[config.mk]
export PLATFORM = sky130hd
export DESIGN_NAME = x86_64_instruction_byte_encoder
export DESIGN_NICKNAME = d
export VERILOG_FILES = /design/src/rtl/xibe_pkg.sv /design/src/rtl/xibe_lane.sv /design/src/rtl/xibe_merge.sv /design/src/rtl/xibe_serial.sv /design/src/rtl/x86_64_instruction_byte_encoder.sv
export SDC_FILE = /design/constraint.sdc
export NUM_CORES = 2
export LEC_CHECK = 0
export BUFFER_PORTS_ARGS = -buffer_cell sky130_fd_sc_hd__buf_2
export CAP_MARGIN = 30
export CORE_MARGIN = 1
export CORE_UTILIZATION = 58
export DETAILED_ROUTE_END_ITERATION = 8
export PLACE_DENSITY_LB_ADDON = 0.05
export SLEW_MARGIN = 5
export SYNTH_ARGS = -nofsm -noshare
export SYNTH_HDL_FRONTEND = slang
export SYNTH_SLANG_ARGS = --single-unit
[constraint.sdc]
create_clock -name clk -period 13.9 [get_ports clk]
set_input_delay 2.085 -clock clk [delete_from_list [all_inputs] [get_ports clk]]
set_output_delay 2.085 -clock clk [all_outputs]
set_load 0.03 [all_outputs]
[src/rtl/xibe_pkg.sv]
// Shared types, constants and codes of the x86-64 instruction byte encoder.
package xibe_pkg;

    // Request limits.
    localparam int NUM_LANES       = 6;
    localparam int MAX_DESCRIPTORS = 6;
    localparam int MAX_BODY_BYTES  = 14;
    localparam int MAX_RESULTS     = 16;

    // Field and internal widths.
    localparam int DESC_W     = 11;
    localparam int LANE_BYTES = 8;
    localparam int LEN_W      = 4;
    localparam int OFF_W      = 6;
    localparam int IDX_W      = $clog2(MAX_RESULTS);
    localparam int CNT_W      = $clog2(MAX_RESULTS + 1);

    // Fixed byte values.
    localparam logic [7:0] PREFIX_OPSIZE = 8'h66;
    localparam logic [7:0] REX_R_BITS    = 8'h44;
    localparam logic [7:0] REX_B_BITS    = 8'h41;
    localparam logic [7:0] REX_W_BITS    = 8'h48;

    // ModRM fields.
    localparam logic [1:0] MOD_INDIRECT = 2'b00;
    localparam logic [1:0] MOD_DISP8    = 2'b01;
    localparam logic [1:0] MOD_DISP32   = 2'b10;
    localparam logic [1:0] MOD_REGISTER = 2'b11;
    localparam logic [2:0] RM_RBP       = 3'b101;

    // Addressing modes.
    localparam logic [1:0] MODE_DIRECT = 2'd1;
    localparam logic [1:0] MODE_RBP    = 2'd2;

    // Displacement limits.
    localparam logic [63:0] DISP8_MAX  = 64'd127;
    localparam logic [63:0] DISP32_MAX = 64'h0000_0000_7FFF_FFFF;

    // Descriptor kinds.
    typedef enum logic [2:0] {
        KIND_BYTE   = 3'd0,
        KIND_IMM    = 3'd1,
        KIND_MODRM  = 3'd2,
        KIND_DIGIT  = 3'd3,
        KIND_PLUS   = 3'd4,
        KIND_OPSIZE = 3'd5,
        KIND_REX    = 3'd6,
        KIND_REXW   = 3'd7
    } kind_t;

    // Error codes.
    typedef enum logic [1:0] {
        ERR_NONE      = 2'd0,
        ERR_PLUSREG   = 2'd1,
        ERR_DISP      = 2'd2,
        ERR_MALFORMED = 2'd3
    } err_t;

    // Operands shared by all lanes.
    typedef struct packed {
        logic [3:0]  reg_num;
        logic [3:0]  rm_num;
        logic [1:0]  addr_mode;
        logic [63:0] imm;
        logic        disp_wide;
        logic        disp_bad;
    } operand_t;

    // What one descriptor lane contributes.
    typedef struct packed {
        logic [LEN_W-1:0]                len;
        logic [LEN_W-1:0]                chk_len;
        logic [LANE_BYTES-1:0][7:0]      bytes;
        logic                            put;
        logic                            plus;
        logic                            disp_bad;
        logic [7:0]                      rex;
        logic                            want_leg;
        logic                            want_rex;
    } lane_res_t;

    // Merged view of one request.
    typedef struct packed {
        err_t                            err;
        logic [CNT_W-1:0]                cnt;
        logic [1:0]                      head_cnt;
        logic [1:0][7:0]                 head;
        logic [NUM_LANES-1:0][CNT_W-1:0] pos;
    } merge_t;

endpackage

[src/rtl/xibe_lane.sv]
// One descriptor lane: turns a descriptor into its body bytes and flags.
module xibe_lane (
    input  logic [xibe_pkg::DESC_W-1:0] desc,
    input  logic                        on,
    input  xibe_pkg::operand_t          opnd,
    output xibe_pkg::lane_res_t         res
);
    import xibe_pkg::*;

    kind_t      kind;
    logic [7:0] val;
    logic [2:0] regfield;
    logic [7:0] modrm;

    // Decode the descriptor kind and build this lane's bytes.
    always_comb
    begin
        kind     = kind_t'(desc[10:8]);
        val      = desc[7:0];
        res      = '0;
        modrm    = '0;
        regfield = (kind == KIND_DIGIT) ? val[2:0] : opnd.reg_num[2:0];
        if (on)
        begin
            case (kind)
                KIND_BYTE:
                begin
                    res.put      = 1'b1;
                    res.len      = LEN_W'(1);
                    res.chk_len  = LEN_W'(1);
                    res.bytes[0] = val;
                end
                KIND_IMM:
                begin
                    res.put     = 1'b1;
                    res.len     = LEN_W'(1) << val[1:0];
                    res.chk_len = LEN_W'(1) << val[1:0];
                    res.bytes   = opnd.imm;
                end
                KIND_MODRM, KIND_DIGIT:
                begin
                    res.put = 1'b1;
                    if (kind == KIND_MODRM && opnd.reg_num[3])
                    begin
                        res.rex = REX_R_BITS;
                    end
                    if (opnd.addr_mode == MODE_RBP)
                    begin
                        // RBP-relative: ModRM followed by disp8 or disp32.
                        modrm = {opnd.disp_wide ? MOD_DISP32 : MOD_DISP8, regfield, RM_RBP};
                        res.bytes    = {24'd0, opnd.imm[31:0], modrm};
                        res.len      = opnd.disp_wide ? LEN_W'(5) : LEN_W'(2);
                        res.disp_bad = opnd.disp_bad;
                        res.chk_len  = opnd.disp_bad ? LEN_W'(1) : res.len;
                    end
                    else
                    begin
                        modrm = {(opnd.addr_mode == MODE_DIRECT) ? MOD_REGISTER : MOD_INDIRECT,
                                 regfield, opnd.rm_num[2:0]};
                        if (opnd.rm_num[3])
                        begin
                            res.rex = res.rex | REX_B_BITS;
                        end
                        res.bytes[0] = modrm;
                        res.len      = LEN_W'(1);
                        res.chk_len  = LEN_W'(1);
                    end
                end
                KIND_PLUS:
                begin
                    res.plus = 1'b1;
                end
                KIND_OPSIZE:
                begin
                    res.want_leg = 1'b1;
                end
                KIND_REX:
                begin
                    res.want_rex = 1'b1;
                end
                KIND_REXW:
                begin
                    res.want_rex = 1'b1;
                    res.rex      = REX_W_BITS;
                end
                default:
                begin
                    res = '0;
                end
            endcase
        end
    end

endmodule

[src/rtl/xibe_merge.sv]
// Merging stage: body offsets, first error, prefix bytes and byte count.
module xibe_merge (
    input  xibe_pkg::lane_res_t [xibe_pkg::NUM_LANES-1:0] lanes,
    input  logic [3:0]                                    reg_num,
    output xibe_pkg::merge_t                              m
);
    import xibe_pkg::*;

    logic [OFF_W-1:0]                off;
    logic [OFF_W-1:0]                total;
    logic [NUM_LANES-1:0][OFF_W-1:0] start;
    logic                            found;
    err_t                            lane_err;
    logic [7:0]                      rex;
    logic                            want_leg;
    logic                            want_rex;
    logic                            rex_on;

    always_comb
    begin
        off      = '0;
        found    = 1'b0;
        rex      = '0;
        want_leg = 1'b0;
        want_rex = 1'b0;
        m        = '0;
        m.err    = ERR_NONE;
        lane_err = ERR_NONE;

        // Walk the lanes in order; the first failing lane sets the error.
        for (int i = 0; i < NUM_LANES; i++)
        begin
            lane_err = ERR_NONE;
            if (lanes[i].plus)
            begin
                if (reg_num[3])
                begin
                    lane_err = ERR_PLUSREG;
                end
                else if (off == '0)
                begin
                    lane_err = ERR_MALFORMED;
                end
            end
            else if (lanes[i].put)
            begin
                if (off + OFF_W'(lanes[i].chk_len) > OFF_W'(MAX_BODY_BYTES))
                begin
                    lane_err = ERR_MALFORMED;
                end
                else if (lanes[i].disp_bad)
                begin
                    lane_err = ERR_DISP;
                end
            end
            if (!found && lane_err != ERR_NONE)
            begin
                m.err = lane_err;
                found = 1'b1;
            end
            start[i] = off;
            off      = off + OFF_W'(lanes[i].len);
            rex      = rex | lanes[i].rex;
            want_leg = want_leg | lanes[i].want_leg;
            want_rex = want_rex | lanes[i].want_rex;
        end

        // Prefix bytes: 0x66 first, then REX when requested and nonzero.
        rex_on     = want_rex && (rex != 8'd0);
        m.head_cnt = 2'(want_leg) + 2'(rex_on);
        m.head[0]  = want_leg ? PREFIX_OPSIZE : rex;
        m.head[1]  = rex;

        total = OFF_W'(m.head_cnt) + off;
        if (!found && (total == '0 || total > OFF_W'(MAX_RESULTS)))
        begin
            m.err = ERR_MALFORMED;
        end
        m.cnt = (m.err != ERR_NONE) ? CNT_W'(1) : CNT_W'(total);

        // Output position of each lane's first byte.
        for (int i = 0; i < NUM_LANES; i++)
        begin
            m.pos[i] = CNT_W'(start[i] + OFF_W'(m.head_cnt));
        end
    end

endmodule

[src/rtl/xibe_serial.sv]
// Byte assembly and output serializer that sends one byte per cycle.
module xibe_serial (
    input  logic                                          clk,
    input  logic                                          rst_n,
    input  logic                                          load,
    input  xibe_pkg::merge_t                              m,
    input  xibe_pkg::lane_res_t [xibe_pkg::NUM_LANES-1:0] lanes,
    input  logic [3:0]                                    reg_num,
    output logic                                          hold,
    output logic                                          strobe,
    output logic [7:0]                                    out_byte,
    output logic                                          last,
    output logic [1:0]                                    error
);
    import xibe_pkg::*;

    logic [MAX_RESULTS-1:0][7:0] asm_bytes;
    logic [MAX_RESULTS-1:0][7:0] buf_reg;
    logic [CNT_W-1:0]            cnt_reg;
    logic [IDX_W-1:0]            idx_reg;
    err_t                        err_reg;
    logic                        valid_reg;
    logic                        last_now;
    logic [7:0]                  b;
    logic [2:0]                  pc;
    logic [CNT_W:0]              diff;

    // Place prefix and lane bytes at their positions and apply +r additions.
    always_comb
    begin
        asm_bytes = '0;
        b         = '0;
        pc        = '0;
        diff      = '0;
        for (int k = 0; k < MAX_RESULTS; k++)
        begin
            b  = '0;
            pc = '0;
            if (k == 0 && m.head_cnt != 2'd0)
            begin
                b = m.head[0];
            end
            if (k == 1 && m.head_cnt == 2'd2)
            begin
                b = m.head[1];
            end
            for (int j = 0; j < NUM_LANES; j++)
            begin
                diff = (CNT_W+1)'(k) - {1'b0, m.pos[j]};
                if (!diff[CNT_W] && diff[CNT_W-1:0] < CNT_W'(lanes[j].len))
                begin
                    b = b | lanes[j].bytes[diff[$clog2(LANE_BYTES)-1:0]];
                end
                if (lanes[j].plus && m.pos[j] == CNT_W'(k + 1))
                begin
                    pc = pc + 3'd1;
                end
            end
            asm_bytes[k] = b + 8'(reg_num) * 8'(pc);
        end
        if (m.err != ERR_NONE)
        begin
            asm_bytes = '0;
        end
    end

    assign last_now = valid_reg && ((CNT_W'(idx_reg) + CNT_W'(1)) == cnt_reg);
    assign hold     = valid_reg && !last_now;

    // Control: valid flag and byte index.
    always_ff @(posedge clk or negedge rst_n)
    begin
        if (!rst_n)
        begin
            valid_reg <= 1'b0;
            idx_reg   <= '0;
        end
        else if (load)
        begin
            valid_reg <= 1'b1;
            idx_reg   <= '0;
        end
        else if (valid_reg)
        begin
            if (last_now)
            begin
                valid_reg <= 1'b0;
            end
            else
            begin
                idx_reg <= idx_reg + IDX_W'(1);
            end
        end
    end

    // Payload: assembled bytes, count and error code.
    always_ff @(posedge clk)
    begin
        if (load)
        begin
            buf_reg <= asm_bytes;
            cnt_reg <= m.cnt;
            err_reg <= m.err;
        end
    end

    assign strobe   = valid_reg;
    assign out_byte = buf_reg[idx_reg];
    assign last     = last_now;
    assign error    = err_reg;

endmodule

[src/rtl/x86_64_instruction_byte_encoder.sv]
// Top level: six descriptor lanes, a merging stage and the byte serializer.
// A taken start passes the lane result registers, the merge stage registers and the serializer
// buffer before its first byte is strobed. The single-byte output serializer sends one byte per
// cycle; it holds a request of 1 to 16 bytes, and loads the next one while the last byte goes out.
// Reset clears the valid flags of the lane, merge and serializer stages; no clearing pass.
// The receiver cannot stall: every strobed byte is taken in its cycle.
module x86_64_instruction_byte_encoder (
    input  logic        clk,
    input  logic        rst_n,
    input  logic        start,
    output logic        busy,
    input  logic [10:0] desc_0,
    input  logic [10:0] desc_1,
    input  logic [10:0] desc_2,
    input  logic [10:0] desc_3,
    input  logic [10:0] desc_4,
    input  logic [10:0] desc_5,
    input  logic [2:0]  desc_count,
    input  logic [3:0]  reg_num,
    input  logic [3:0]  rm_num,
    input  logic [1:0]  addr_mode,
    input  logic [63:0] imm_value,
    output logic        strobe,
    output logic [7:0]  out_byte,
    output logic        last,
    output logic [1:0]  error
);
    import xibe_pkg::*;

    logic [NUM_LANES-1:0][DESC_W-1:0] desc_arr;
    logic [3:0]                       eff_n;
    operand_t                         opnd;
    lane_res_t [NUM_LANES-1:0]        lane_out;

    logic                             lane_valid_reg;
    lane_res_t [NUM_LANES-1:0]        lane_reg;
    logic [3:0]                       lane_rnum_reg;

    merge_t                           merge_out;
    logic                             mrg_valid_reg;
    merge_t                           mrg_reg;
    lane_res_t [NUM_LANES-1:0]        mrg_lanes_reg;
    logic [3:0]                       mrg_rnum_reg;

    logic                             ser_hold;
    logic                             ser_load;
    logic                             mrg_free;
    logic                             lane_free;
    logic                             accept;

    // Shared operands and descriptor count limit.
    assign desc_arr = {desc_5, desc_4, desc_3, desc_2, desc_1, desc_0};
    assign eff_n    = ({1'b0, desc_count} > 4'(MAX_DESCRIPTORS)) ? 4'(MAX_DESCRIPTORS)
                                                                  : {1'b0, desc_count};
    assign opnd.reg_num   = reg_num;
    assign opnd.rm_num    = rm_num;
    assign opnd.addr_mode = addr_mode;
    assign opnd.imm       = imm_value;
    assign opnd.disp_wide = imm_value > DISP8_MAX;
    assign opnd.disp_bad  = imm_value > DISP32_MAX;

    // Descriptor lanes working side by side.
    for (genvar i = 0; i < NUM_LANES; i++)
    begin : g_lane
        xibe_lane u_lane (
            .desc (desc_arr[i]),
            .on   (4'(i) < eff_n),
            .opnd (opnd),
            .res  (lane_out[i])
        );
    end

    // Pipeline flow control.
    assign ser_load  = mrg_valid_reg && !ser_hold;
    assign mrg_free  = !mrg_valid_reg || ser_load;
    assign lane_free = !lane_valid_reg || mrg_free;
    assign busy      = !lane_free;
    assign accept    = start && lane_free;

    // Lane result registers.
    always_ff @(posedge clk or negedge rst_n)
    begin
        if (!rst_n)
        begin
            lane_valid_reg <= 1'b0;
        end
        else if (lane_free)
        begin
            lane_valid_reg <= start;
        end
    end

    always_ff @(posedge clk)
    begin
        if (accept)
        begin
            lane_reg      <= lane_out;
            lane_rnum_reg <= reg_num;
        end
    end

    xibe_merge u_merge (
        .lanes   (lane_reg),
        .reg_num (lane_rnum_reg),
        .m       (merge_out)
    );

    // Merge stage registers.
    always_ff @(posedge clk or negedge rst_n)
    begin
        if (!rst_n)
        begin
            mrg_valid_reg <= 1'b0;
        end
        else if (mrg_free)
        begin
            mrg_valid_reg <= lane_valid_reg;
        end
    end

    always_ff @(posedge clk)
    begin
        if (mrg_free && lane_valid_reg)
        begin
            mrg_reg       <= merge_out;
            mrg_lanes_reg <= lane_reg;
            mrg_rnum_reg  <= lane_rnum_reg;
        end
    end

    xibe_serial u_serial (
        .clk      (clk),
        .rst_n    (rst_n),
        .load     (ser_load),
        .m        (mrg_reg),
        .lanes    (mrg_lanes_reg),
        .reg_num  (mrg_rnum_reg),
        .hold     (ser_hold),
        .strobe   (strobe),
        .out_byte (out_byte),
        .last     (last),
        .error    (error)
    );

`ifndef SYNTHESIS
    // An error transaction is a single zero byte marked last.
    a_err_single: assert property (@(posedge clk) disable iff (!rst_n)
        (strobe && error != 2'd0) |-> (last && out_byte == 8'd0))
        else $error("error result is not a single zero byte");

    // A result sequence continues until its last byte.
    a_no_gap: assert property (@(posedge clk) disable iff (!rst_n)
        (strobe && !last) |=> strobe)
        else $error("result bytes stopped before the last byte");

    // Error code stays fixed within one result sequence.
    a_err_steady: assert property (@(posedge clk) disable iff (!rst_n)
        (strobe && !last) |=> $stable(error))
        else $error("error code changed inside a result sequence");

    // The input side is free whenever no request waits in the lane stage.
    a_busy_cause: assert property (@(posedge clk) disable iff (!rst_n)
        busy |-> (lane_valid_reg && mrg_valid_reg && ser_hold))
        else $error("busy raised without a full pipeline");
`endif

endmodule

==> impl_metrics.tcl <==
set metrics [dict create \
    outcome "finished with violations" \
    violations "design-rule violations" \
    grt_max_degree 181 \
    postRouteAntennaNets 0 \
    path_clk_slew_ps 70 \
    synth_nets 7472 \
    critPathCaptureType "flip-flop" \
    slowest_stage "edfxtp_1" \
    postSynthAreaPerCell_sq_um 11.6 \
    placed_cells 8369 \
    syn_inst 6671 \
    startpoint_type "flip-flop" \
    synthDominantCellAreaShare_pct 42.1 \
    regArea_sq_mm 0.0326 \
    whs_ps 381 \
    combPwrFrac_pct 53.5 \
    num_rows 133 \
    crit_path_frequent_cell "ha_1" \
    dr.pass1.iters 9 \
    cp_max_fo 17 \
    vias_per_cell 7.47 \
    critical_path_class "reg -> reg" \
    setup_viol 0 \
    arrival_ps 7910 \
    vias 64300 \
    switching_share_pct 47.1 \
    ctsResizeCount 0 \
    clock_skew_ps 98.8 \
    totalWireLength_mm 361 \
    multiInputGateArea_sq_mm 0.0420 \
    route.detailed.wl_per_inst_microns 42.0 \
    start_util_pct 58.6 \
    finalPower_mw 17.1 \
    clock-root-buffer "clkbuf_16" \
    slew_violations 0 \
    synthTopCellsByArea "edfxtp_1 42%, mux4_2 12%, ha_1 8.5%" \
    p_sw_mw 8.05 \
    ys_ff_latch 1087 \
    fin_crit_ps 7420 \
    crit_buf_inv 3 \
    cap_violations 0 \
    cts_buffers 106 \
    drive_above_1_share_pct 15.8 \
    async_reset_ff_share_pct 0.644 \
    ir_worst_vdd_v 0.000265 \
    ys.flop_type "edfxtp_1" \
    cts_tree "done" \
    clk_path_buf_depth 3 \
    yosysSeqAreaShare_pct 42.3 \
    area_delta_synth_final_pct 9.10 \
    rsz0062_at_grt "no" \
    tightest_slew_ps 1180 \
    post_cts_buffers 0 \
    leakagePower_nw 33.3 \
    hold_viol_final 0 \
    synth_top_area_cell "edfxtp_1" \
    portBuffers 158 \
    p_per_area_mw_per_mm2 203 \
    fin_setup_tns_ps 0 \
    clock_latency_ps 800 \
    ctsHoldBuffers 0 \
    track_usage_pct 52.8 \
    grt_pass1_vias 59400 \
    synthesis.area_sq_mm 0.0771 \
    final_nets 7532 \
    die_y_microns 367 \
    cp.required_ps 14390 \
    pin_count 159 \
    grt_pass1_wl_mm 484 \
    die_x_microns 367 \
    max_slew_margin_pct 21.5 \
    critPathTopFamily "adder cells" \
    place_hpwl_mm 281 \
    pwr-share-seq_pct 28.6 \
    timing.fmax_ghz 0.135 \
    drt_iter0_drc 11200 \
    antenna_found_initial 40 \
    ys_types 87 \
    fin_cells 8606 \
    slowest_delay_ps 780 \
    die-area_sq_mm 0.134 \
    gr-total-overflow 0 \
    clock_sinks 1087 \
    largest_reg_flops 480 \
    yosysWarnings 0 \
    synth-edff-count 1080 \
    fin_crit_sh_pct 53.3 \
    h-tree-depth 3 \
    core_area_sq_mm 0.132 \
    clock_power_share_pct 17.9 \
    intPower_mw 9.04 \
    min_path_type "reg -> reg" \
    fillCellCount 9591 \
    routabilityCongestion 1.18 \
    drc_errors 2 \
]
==> cells in the final DEF (no fill, tap or decap), types with 24 or more instances in the layout <==
master,instances
edfxtp_1,1080
nand2_1,877
ha_1,526
mux4_2,411
inv_1,367
o21ai_0,310
mux2i_1,248
xnor2_1,241
nor2_1,220
a21oi_1,202
and2_1,200
a21o_1,180
and3_1,163
buf_2,160
o22ai_1,155
buf_4,151
fa_1,129
clkbuf_16,106
nand3_1,95
a211oi_1,92
mux2_2,88
nor2b_1,76
a22oi_1,67
nor3_1,50
xor2_1,49
nand4_1,42
or3_1,32
clkinv_1,31
diode_2,30
a221oi_1,29
nor4_1,27
nand2b_1,26
o211ai_1,24
clkinv_2,24
==> cell usage after synthesis, types with 42 or more instances <==
master,count
buf_1,81
nand4_1,42
o21ai_0,310
ha_1,526
inv_1,368
mux2i_1,248
and3_1,163
xor2_1,52
a21o_1,180
a211oi_1,93
a22oi_1,67
mux4_2,411
nor3_1,52
o22ai_1,155
and2_1,203
xnor2_1,248
nor2b_1,82
fa_1,129
a21oi_1,203
mux2_2,88
nand3_1,95
clkbuf_1,274
nand2_1,883
nor2_1,227
edfxtp_1,1080
==> cells by family after synthesis <==
kind of cell	Yosys count	synth area share, %
XOR/XNOR	303	3.49
adder cells (fa/ha/maj)	655	11.9
flip-flops	1087	42.3
multiplexers	748	16.5
buffers and inverters	749	3.68
AO/OA/AOI/OAI	1220	10.3
AND/OR/NAND/NOR	1909	11.8
==> through the flow <==
| step | worst slack [ps] | utilization, % | cell area [sq um] |
|---|---|---|---|
| 2_1_floorplan | 36.2 | - | 77100 |
| 3_3_place_gp | 6560 | 60.9 | 80200 |
| 3_5_place_dp | 6550 | 61.0 | 80300 |
| 4_1_cts | 6560 | 63.8 | 83900 |
| 5_1_grt | 6130 | 63.9 | 84100 |
| 6_report | 6480 | 63.9 | 84100 |
==> final cells by class <==
type | instances | share of cell area [%]
Multi-Input combinational cell | 4835 | 50.0
Sequential cell | 1087 | 38.8
Clock buffer | 116 | 3.20
Tap cell | 1755 | 2.61
Timing Repair Buffer | 323 | 2.56
Inverter | 378 | 1.69
Clock inverter | 82 | 1.12
Antenna cell | 30 | 0.0892
==> worst paths after layout <==
| kind | start | to | slack, ps | depth (start not counted) |
|---|---|---|---|---|
| max in group asynchronous | rst_n | u_serial.idx_reg[0] | 12560 | 1 |
| hold / removal | lane_reg[399] | mrg_lanes_reg[399] | 380 | 0 |
| setup / recovery | mrg_reg[9] | u_serial.buf_reg[7] | 6480 | 25 |
| hold reg to reg | lane_reg[399] | mrg_lanes_reg[399] | 380 | 0 |
| setup reg to reg | mrg_reg[9] | u_serial.buf_reg[7] | 6480 | 25 |
| min in group asynchronous | rst_n | u_serial.idx_reg[1] | 1170 | 1 |
==> power groups by stage <==
| stage | registers, mW | logic (mW) | clock network (mW) |
|---|---|---|---|
| 6_report | 4.89 | 9.15 | 3.05 |
| 5_1_grt | 4.89 | 9.29 | 3.13 |
| 4_1_cts | 4.83 | 8.61 | 3.03 |
| 3_5_place_dp | 4.88 | 8.54 | 0 |
| 3_3_place_gp | 4.84 | 8.39 | 0 |
| 2_1_floorplan | 4.89 | 5.15 | 0 |
==> layer usage <==
| layer | track usage (%) | wire length (microns) |
|---|---|---|
| met4 | 43.0 | 38400 |
| met5 | 0.677 | 351 |
| met2 | 72.2 | 144000 |
| met1 | 63.0 | 118000 |
| met3 | 25.1 | 60500 |
Note: power is estimated with default switching activity, not from simulation.
